$ cat src/hdl/tqc_pkg.sv
// Shared widths, screen constant and inter-stage types for the quad coverage pipeline.
// No dependencies; every other file of the block imports this package.
package tqc_pkg;

  // Field widths
  localparam int COORD_W   = 14;
  localparam int QUAD_W    = 12;
  localparam int NPIX      = 4;

  // Arithmetic widths: differences, products, cross terms, steps, per-pixel terms, sums
  localparam int DIFF_W    = COORD_W + 1;
  localparam int PROD_W    = 2 * DIFF_W;
  localparam int CROSS_W   = PROD_W + 1;
  localparam int STEP_W    = DIFF_W + 1;
  localparam int PIX_W     = CROSS_W + 1;
  localparam int SUM_W     = PIX_W + 1;

  // Screen bound and the width used to compare pixel positions against it
  localparam int SCREEN_SIZE = 4096;
  localparam int SCR_W       = 16;

  // Stream payload widths
  localparam int IN_TDATA_W  = 112;
  localparam int OUT_TDATA_W = 8;

  // Products and edge vectors leaving the setup stages
  typedef struct packed {
    logic signed [PROD_W-1:0] p_u1v2;
    logic signed [PROD_W-1:0] p_u2v1;
    logic signed [PROD_W-1:0] p_u2v0;
    logic signed [PROD_W-1:0] p_u0v2;
    logic signed [PROD_W-1:0] p_u0v1;
    logic signed [PROD_W-1:0] p_u1v0;
    logic signed [DIFF_W-1:0] u0;
    logic signed [DIFF_W-1:0] u1;
    logic signed [DIFF_W-1:0] v0;
    logic signed [DIFF_W-1:0] v1;
    logic [NPIX-1:0]          onscr;
  } tqc_prod_t;

  // Per-pixel cross terms leaving the edge stages
  typedef struct packed {
    logic [NPIX-1:0][PIX_W-1:0] c0k;
    logic [NPIX-1:0][PIX_W-1:0] c1k;
    logic signed [CROSS_W-1:0]  c2;
    logic                       degen;
    logic [NPIX-1:0]            onscr;
  } tqc_edge_t;

endpackage

$ cat src/hdl/tqc_setup.sv
// Setup stages: edge vector differences, screen bound flags, then the six cross products.
// Depends on tqc_pkg.
module tqc_setup import tqc_pkg::*; (
  input  logic                       clk_i,
  input  logic [1:0]                 en_i,
  input  logic signed [COORD_W-1:0]  vertex0_x_i,
  input  logic signed [COORD_W-1:0]  vertex0_y_i,
  input  logic signed [COORD_W-1:0]  vertex1_x_i,
  input  logic signed [COORD_W-1:0]  vertex1_y_i,
  input  logic signed [COORD_W-1:0]  vertex2_x_i,
  input  logic signed [COORD_W-1:0]  vertex2_y_i,
  input  logic [QUAD_W-1:0]          quad_x_i,
  input  logic [QUAD_W-1:0]          quad_y_i,
  output tqc_prod_t                  prod_o
);

  logic signed [DIFF_W-1:0] u0_d, u1_d, v0_d, v1_d, u2_d, v2_d;
  logic signed [DIFF_W-1:0] u0_q, u1_q, v0_q, v1_q, u2_q, v2_q;
  logic [NPIX-1:0]          onscr_d, onscr_q;
  logic [SCR_W-1:0]         px_w [NPIX];
  logic [SCR_W-1:0]         py_w [NPIX];
  tqc_prod_t                prod_d, prod_q;

  // Form edge vectors relative to vertex 0 and the quad origin
  always_comb begin
    u0_d = {vertex1_x_i[COORD_W-1], vertex1_x_i} - {vertex0_x_i[COORD_W-1], vertex0_x_i};
    u1_d = {vertex2_x_i[COORD_W-1], vertex2_x_i} - {vertex0_x_i[COORD_W-1], vertex0_x_i};
    v0_d = {vertex1_y_i[COORD_W-1], vertex1_y_i} - {vertex0_y_i[COORD_W-1], vertex0_y_i};
    v1_d = {vertex2_y_i[COORD_W-1], vertex2_y_i} - {vertex0_y_i[COORD_W-1], vertex0_y_i};
    u2_d = {vertex0_x_i[COORD_W-1], vertex0_x_i}
         - $signed({{(DIFF_W-QUAD_W){1'b0}}, quad_x_i});
    v2_d = {vertex0_y_i[COORD_W-1], vertex0_y_i}
         - $signed({{(DIFF_W-QUAD_W){1'b0}}, quad_y_i});
  end

  // Flag pixels of the quad that lie on screen
  always_comb begin
    for (int k = 0; k < NPIX; k++) begin
      px_w[k]    = SCR_W'(quad_x_i) + SCR_W'(k & 1);
      py_w[k]    = SCR_W'(quad_y_i) + SCR_W'((k >> 1) & 1);
      onscr_d[k] = (px_w[k] < SCR_W'(SCREEN_SIZE)) && (py_w[k] < SCR_W'(SCREEN_SIZE));
    end
  end

  // Stage A: hold differences
  always_ff @(posedge clk_i) begin
    if (en_i[0]) begin
      u0_q    <= u0_d;
      u1_q    <= u1_d;
      v0_q    <= v0_d;
      v1_q    <= v1_d;
      u2_q    <= u2_d;
      v2_q    <= v2_d;
      onscr_q <= onscr_d;
    end
  end

  // Multiply the cross product terms
  always_comb begin
    prod_d.p_u1v2 = PROD_W'(u1_q) * PROD_W'(v2_q);
    prod_d.p_u2v1 = PROD_W'(u2_q) * PROD_W'(v1_q);
    prod_d.p_u2v0 = PROD_W'(u2_q) * PROD_W'(v0_q);
    prod_d.p_u0v2 = PROD_W'(u0_q) * PROD_W'(v2_q);
    prod_d.p_u0v1 = PROD_W'(u0_q) * PROD_W'(v1_q);
    prod_d.p_u1v0 = PROD_W'(u1_q) * PROD_W'(v0_q);
    prod_d.u0     = u0_q;
    prod_d.u1     = u1_q;
    prod_d.v0     = v0_q;
    prod_d.v1     = v1_q;
    prod_d.onscr  = onscr_q;
  end

  // Stage B: hold products
  always_ff @(posedge clk_i) begin
    if (en_i[1]) begin
      prod_q <= prod_d;
    end
  end

  assign prod_o = prod_q;

endmodule

$ cat config.mk
export PLATFORM = sky130hd
export DESIGN_NAME = tqc_setup
export DESIGN_NICKNAME = d
export VERILOG_FILES = /design/src/hdl/tqc_pkg.sv /design/src/hdl/tqc_setup.sv
export SDC_FILE = /design/constraint.sdc
export NUM_CORES = 2
export LEC_CHECK = 0
export ABC_CLOCK_PERIOD_IN_PS = 15400
export BUFFER_PORTS_ARGS = -buffer_cell sky130_fd_sc_hd__buf_2
export CELL_PAD_IN_SITES_DETAIL_PLACEMENT = 1
export CELL_PAD_IN_SITES_GLOBAL_PLACEMENT = 2
export CORE_MARGIN = 2
export CORE_UTILIZATION = 45
export CTS_CLUSTER_DIAMETER = 30
export DETAILED_ROUTE_END_ITERATION = 12
export GPL_TIMING_DRIVEN = 0
export HOLD_SLACK_MARGIN = 0.08
export PLACE_DENSITY_LB_ADDON = 0.12
export SYNTH_ARGS = -nofsm -noshare
export SYNTH_HDL_FRONTEND = slang
export SYNTH_SLANG_ARGS = --single-unit
$ cat constraint.sdc
create_clock -name clk_i -period 15.4 [get_ports clk_i]
set_input_delay 3.08 -clock clk_i [delete_from_list [all_inputs] [get_ports clk_i]]
set_output_delay 3.08 -clock clk_i [all_outputs]
set_load 0.005 [all_outputs]
### Word-level counts from Yosys, hierarchy flattened

Cells that the tools add are included.

| storage, ports and cells | value |
|---|---|
| bits in registers | 338 |
| bits in latches | 0 |
| bits in writable memories | 0 |
| memory bits (read-only) | 0 |
| bits of input ports | 111 |
| output and inout port bits | 244 |
| word-level logic and storage cells | 40 |
| memories | 0 |

| operators by class | value |
|---|---|
| $add $sub $neg | 8 |
| multipliers | 6 |
| divide/modulo/power cells | 0 |
| magnitude comparators | 4 |
| equality and inequality tests | 0 |
| shifts and indexed selects | 0 |
| muxes and demuxes | 0 |
| bitwise gates (word level) | 0 |
| reduce and logical (&&, ||, !) cells | 4 |

Operators with widths:

| cell | count |
|---|---|
| $mul 15x15->30 | 6 |
| $sub 14x14->15 | 4 |
| $sub 14x13->15 | 2 |
| $add 12x1->13 const B | 2 |
| $lt 12x13->1 const B | 2 |
| $lt 13x13->1 const B | 2 |
| $logic_and 1x1->1 | 4 |

### Longest topological paths before layout

| logic depth | value |
|---|---|
| depth after elaboration | 3 |
| depth in mapped cells | 25 |
| depth with buffers taken out | 23 |

### Worst setup path after synthesis

No wires, ideal clock.

| path | value |
|---|---|
| path kind | flip-flop to flip-flop |
| from | reg u0_q[10] |
| to | reg prod_q, in the netlist prod_o[123], data pin |
| setup time | 0.259 ns |
| arrival | 6.126 ns |
| required time | 15.141 ns |
| slack | 9.015 ns |
| cell stages (with the launch flop) | 23 |
| path buffers | 1 |
| period minus slack after synthesis | 6.385 ns |
| cell sequence | edfxtp_1 -> clkbuf_1 -> nand2_1 -> fa_1 -> fa_1 -> inv_1 -> fa_1 -> inv_1 -> fa_1 -> inv_1 -> fa_1 -> inv_1 -> fa_1 -> inv_1 -> ha_1 -> or4_1 -> and4_4 -> a41o_1 -> o31a_1 -> a221o_1 -> a211oi_2 -> a21oi_1 -> xnor2_1 |

RTL lines:

| element | RTL line | RTL |
|---|---|---|
| start: declaration | tqc_setup.sv:18 | `logic signed [DIFF_W-1:0] u0_q, u1_q, v0_q, v1_q, u2_q, v2_q;` |
| start signal: assignment | tqc_setup.sv:48 | `u0_q <= u0_d;` |
| end signal: assignment | tqc_setup.sv:76 | `prod_q <= prod_d;` |
| end: declaration | tqc_setup.sv:22 | `tqc_prod_t prod_d, prod_q;` |

==> results.txt <==
GRT Overall Usage -> 32.0%
Synth warnings -> 0
Wire length on met2 -> 106,000 um
Mapped Cells -> 6,636
Fin crit period -> 7980 ps
Sequential fraction of the synthesis area -> 15.5%
Worst Tran Pin Value -> 1370 ps
Post-DP Area -> 69,300 um2
CP max FO -> 10
Synthesized net count -> 8,657
Skew-Pair Late Insertion Delay -> 700 ps
Fillers -> 16,300
RSZ-0062 raised after global routing -> false
Drt pass-1 iters -> 5
Num rows -> 139
Startpoint types -> flip-flop
Avg Vias per Cell -> 5.30
Library cells used by synthesis -> 59
Setup violators final -> 0
I/O Buffers -> 353
Postcts setup bufs -> 0
Initial DRC Count -> 2,949
Seq cells post-synth -> 336
Data arrival, critical path -> 8330 ps
H-tree Lvls -> 3
RD Place Congestion -> 0.950
Total gr overflow -> 0
Die width -> 384 um
Layout cells sized above 1 -> 7.05%
CTS tree -> yes
WHS -> 416 ps
WL met1 -> 94,300 um
Largest net degree at the start of global routing -> 118
First-pass GRT wire length -> 342,000 um
Starting Density -> 45.3%
Final Cell Area -> 72,200 um2
Hold-fix buffers, CTS -> 0
Slew Limit Fails -> 0
Clock tree buffer depth -> 3
Initial antenna violation count -> 35
Main synth FF type -> edfxtp_1
Worst setup EP type -> flip-flop
Chip height -> 384 um
Slew headroom -> 8.54%
DIE AREA -> 148,000 um2
Fin nets -> 9,104
Core ar. -> 143,000 um2
Mean Syn Cell Area -> 9.80 um2
Maximum clock rate -> 0.125 GHz
Skew final -> 42.4 ps
Status -> complete, no violations
Post-detail-place hpwl -> 190,000 um
Area of the multi-input gates -> 47,800 um2
ANT nets after route -> 0
Clock sinks -> 336
Routed WL per cell -> 25.2 um
Sequential cell area -> 10,100 um2
Via count -> 48,100
Final Hold Vio Count -> 0
Number of CTS-inserted buffers -> 89
WS Path Type -> reg -> reg
Highest metal used -> met5
Async SR Flop Fraction -> 0%
R2R setup slack -> 7420 ps
Drc violations -> 0
Reg clk slew, reported paths -> 50 ps
Max-cap check violation count -> 0
Met3 wire len -> 18,000 um
Post-cts resize count -> 0
Final period util -> 51.8%
Worst Path Required -> 15,750 ps
Synth-to-Final Area Change -> 11.1%
DRT Wirelength -> 229,000 um
Total Neg Setup Slack -> 0 ps
Root buf cell -> clkbuf_16
Worst Hold Class -> reg -> reg
Mapped Area -> 65,000 um2
Boundary Pins -> 355
Number of synthesized flops with an enable pin -> 336
Number of global-route vias before repair -> 53,600
Yosys cell counts, types with 2 or more instances:
library cell | instances | area [um2]
a31oi_1 | 13 | 81.3
inv_1 | 1625 | 6100
o41ai_1 | 5 | 43.8
o31ai_1 | 4 | 30.0
a21o_1 | 49 | 368
or3_1 | 13 | 81.3
a22oi_1 | 2 | 15.0
fa_1 | 1338 | 26800
xnor2_1 | 207 | 1810
a211oi_1 | 31 | 233
nand2_1 | 710 | 2670
edfxtp_1 | 336 | 10100
o22a_1 | 2 | 17.5
xor2_1 | 43 | 377
o21ai_0 | 104 | 521
nor4_1 | 4 | 25.0
nand3_1 | 43 | 215
nor2b_1 | 35 | 219
a21boi_0 | 16 | 120
o31a_1 | 5 | 43.8
o21a_1 | 34 | 255
a21oi_1 | 151 | 756
a221oi_1 | 3 | 26.3
o221ai_1 | 3 | 26.3
clkbuf_1 | 274 | 1030
a31o_2 | 4 | 35.0
nand3b_1 | 2 | 15.0
o21bai_1 | 20 | 150
and2_1 | 638 | 3990
o211ai_1 | 9 | 67.6
a41o_1 | 5 | 50.1
nor2_1 | 198 | 743
ha_1 | 572 | 7160
or4_1 | 2 | 15.0
and3_1 | 12 | 75.1
nand2b_1 | 41 | 257
a2111oi_0 | 3 | 26.3
nor3_1 | 37 | 185
o22ai_1 | 2 | 12.5
nand4_1 | 13 | 81.3
a41oi_1 | 3 | 26.3
a211o_1 | 8 | 70.1
state kept, by name (all words and copies together) (netlist names):
signal and flops:
onscr_q 3, u1_q 15, u0_q 15, v2_q 15, prod_o 243, v1_q 15, u2_q 15, v0_q 15
layout make-up:
type | count | share of cell area, %
tap | 1903 | 3.30
multi-input combinational | 4400 | 66.2
sequential | 336 | 14.0
buffer | 275 | 1.43
antenna | 11 | 0.0381
clock buffer | 104 | 3.19
inverter | 1625 | 8.44
clock inverter | 58 | 0.845
timing repair buffer | 356 | 2.58
kinds of logic (layout without fill, tap and decap cells):
| kind of cell | after synthesis | after routing | share of synthesized area, % |
|---|---|---|---|
| AO/OA/AOI/OAI | 487 | 487 | 4.73 |
| XOR/XNOR | 250 | 250 | 3.37 |
| buffers and inverters | 1900 | 2418 | 11.0 |
| flip-flops | 336 | 336 | 15.5 |
| other | 1 | 12 | 0.00577 |
| AND/OR/NAND/NOR | 1752 | 1752 | 13.2 |
| adder cells (fa/ha/maj) | 1910 | 1910 | 52.2 |
cells in the final DEF (no fill, tap or decap), drive strengths merged, types with 4 or more instances in the layout:
| master | count |
|---|---|
| clkinv | 33 |
| nor3 | 37 |
| a211oi | 32 |
| or3 | 13 |
| a21oi | 151 |
| o21ai | 105 |
| edfxtp | 336 |
| nand2b | 41 |
| nor4 | 4 |
| inv | 1632 |
| a31oi | 13 |
| a21boi | 16 |
| o31ai | 4 |
| o41ai | 5 |
| bufinv | 9 |
| fa | 1338 |
| o31a | 5 |
| nand2 | 710 |
| and3 | 12 |
| o211ai | 9 |
| a211o | 8 |
| clkbuf | 378 |
| a41o | 5 |
| o21bai | 20 |
| xor2 | 43 |
| a21o | 49 |
| o21a | 34 |
| clkinvlp | 9 |
| ha | 572 |
| nand4 | 13 |
| nor2 | 198 |
| diode | 11 |
| buf | 357 |
| nand3 | 43 |
| and2 | 638 |
| xnor2 | 207 |
| a31o | 4 |
| nor2b | 35 |
worst max-delay path, stage by stage, from the launching register on:
cell	delay (ps)
edfxtp_1	450
clkbuf_1	760
nand2_1	230
inv_1	200
fa_1	560
fa_1	950
fa_1	550
fa_1	510
fa_1	490
inv_1	60
fa_1	480
inv_1	40
ha_1	380
nand3_1	160
o22ai_1	200
nor3_1	80
o31ai_1	70
a31o_2	150
o21ai_0	220
o211ai_1	280
o211ai_1	150
xnor2_1	630
final timing paths:
path / end / cells past startpoint / from
min reg2reg: prod_o[1]$_DFFE_PP_ / 0 / onscr_q[1]$_DFFE_PP_
min: prod_o[1]$_DFFE_PP_ / 0 / onscr_q[1]$_DFFE_PP_
max: prod_o[153]$_DFFE_PP_ / 21 / u0_q[14]$_DFFE_PP_
max reg2reg: prod_o[153]$_DFFE_PP_ / 21 / u0_q[14]$_DFFE_PP_
routing by layer:
layer,track usage (%),up-vias
met4,12.5,8
met1,42.3,25400
li1,-,20800
met3,6.75,364
met2,51.4,1524
met5,0,-
per-stage QoR:
step,utilization [%],instances,setup WS [ps]
finish,50.3,9068,7420
global route,50.3,9058,7110
CTS,50.3,9057,7430
detailed placement,48.3,8895,7490
global placement,48.2,8892,7520
floorplan,-,6636,9010
Power is left out: the tool's default activity adds up to more than one toggle a clock period on the data nets, which glitch-free logic cannot reach.
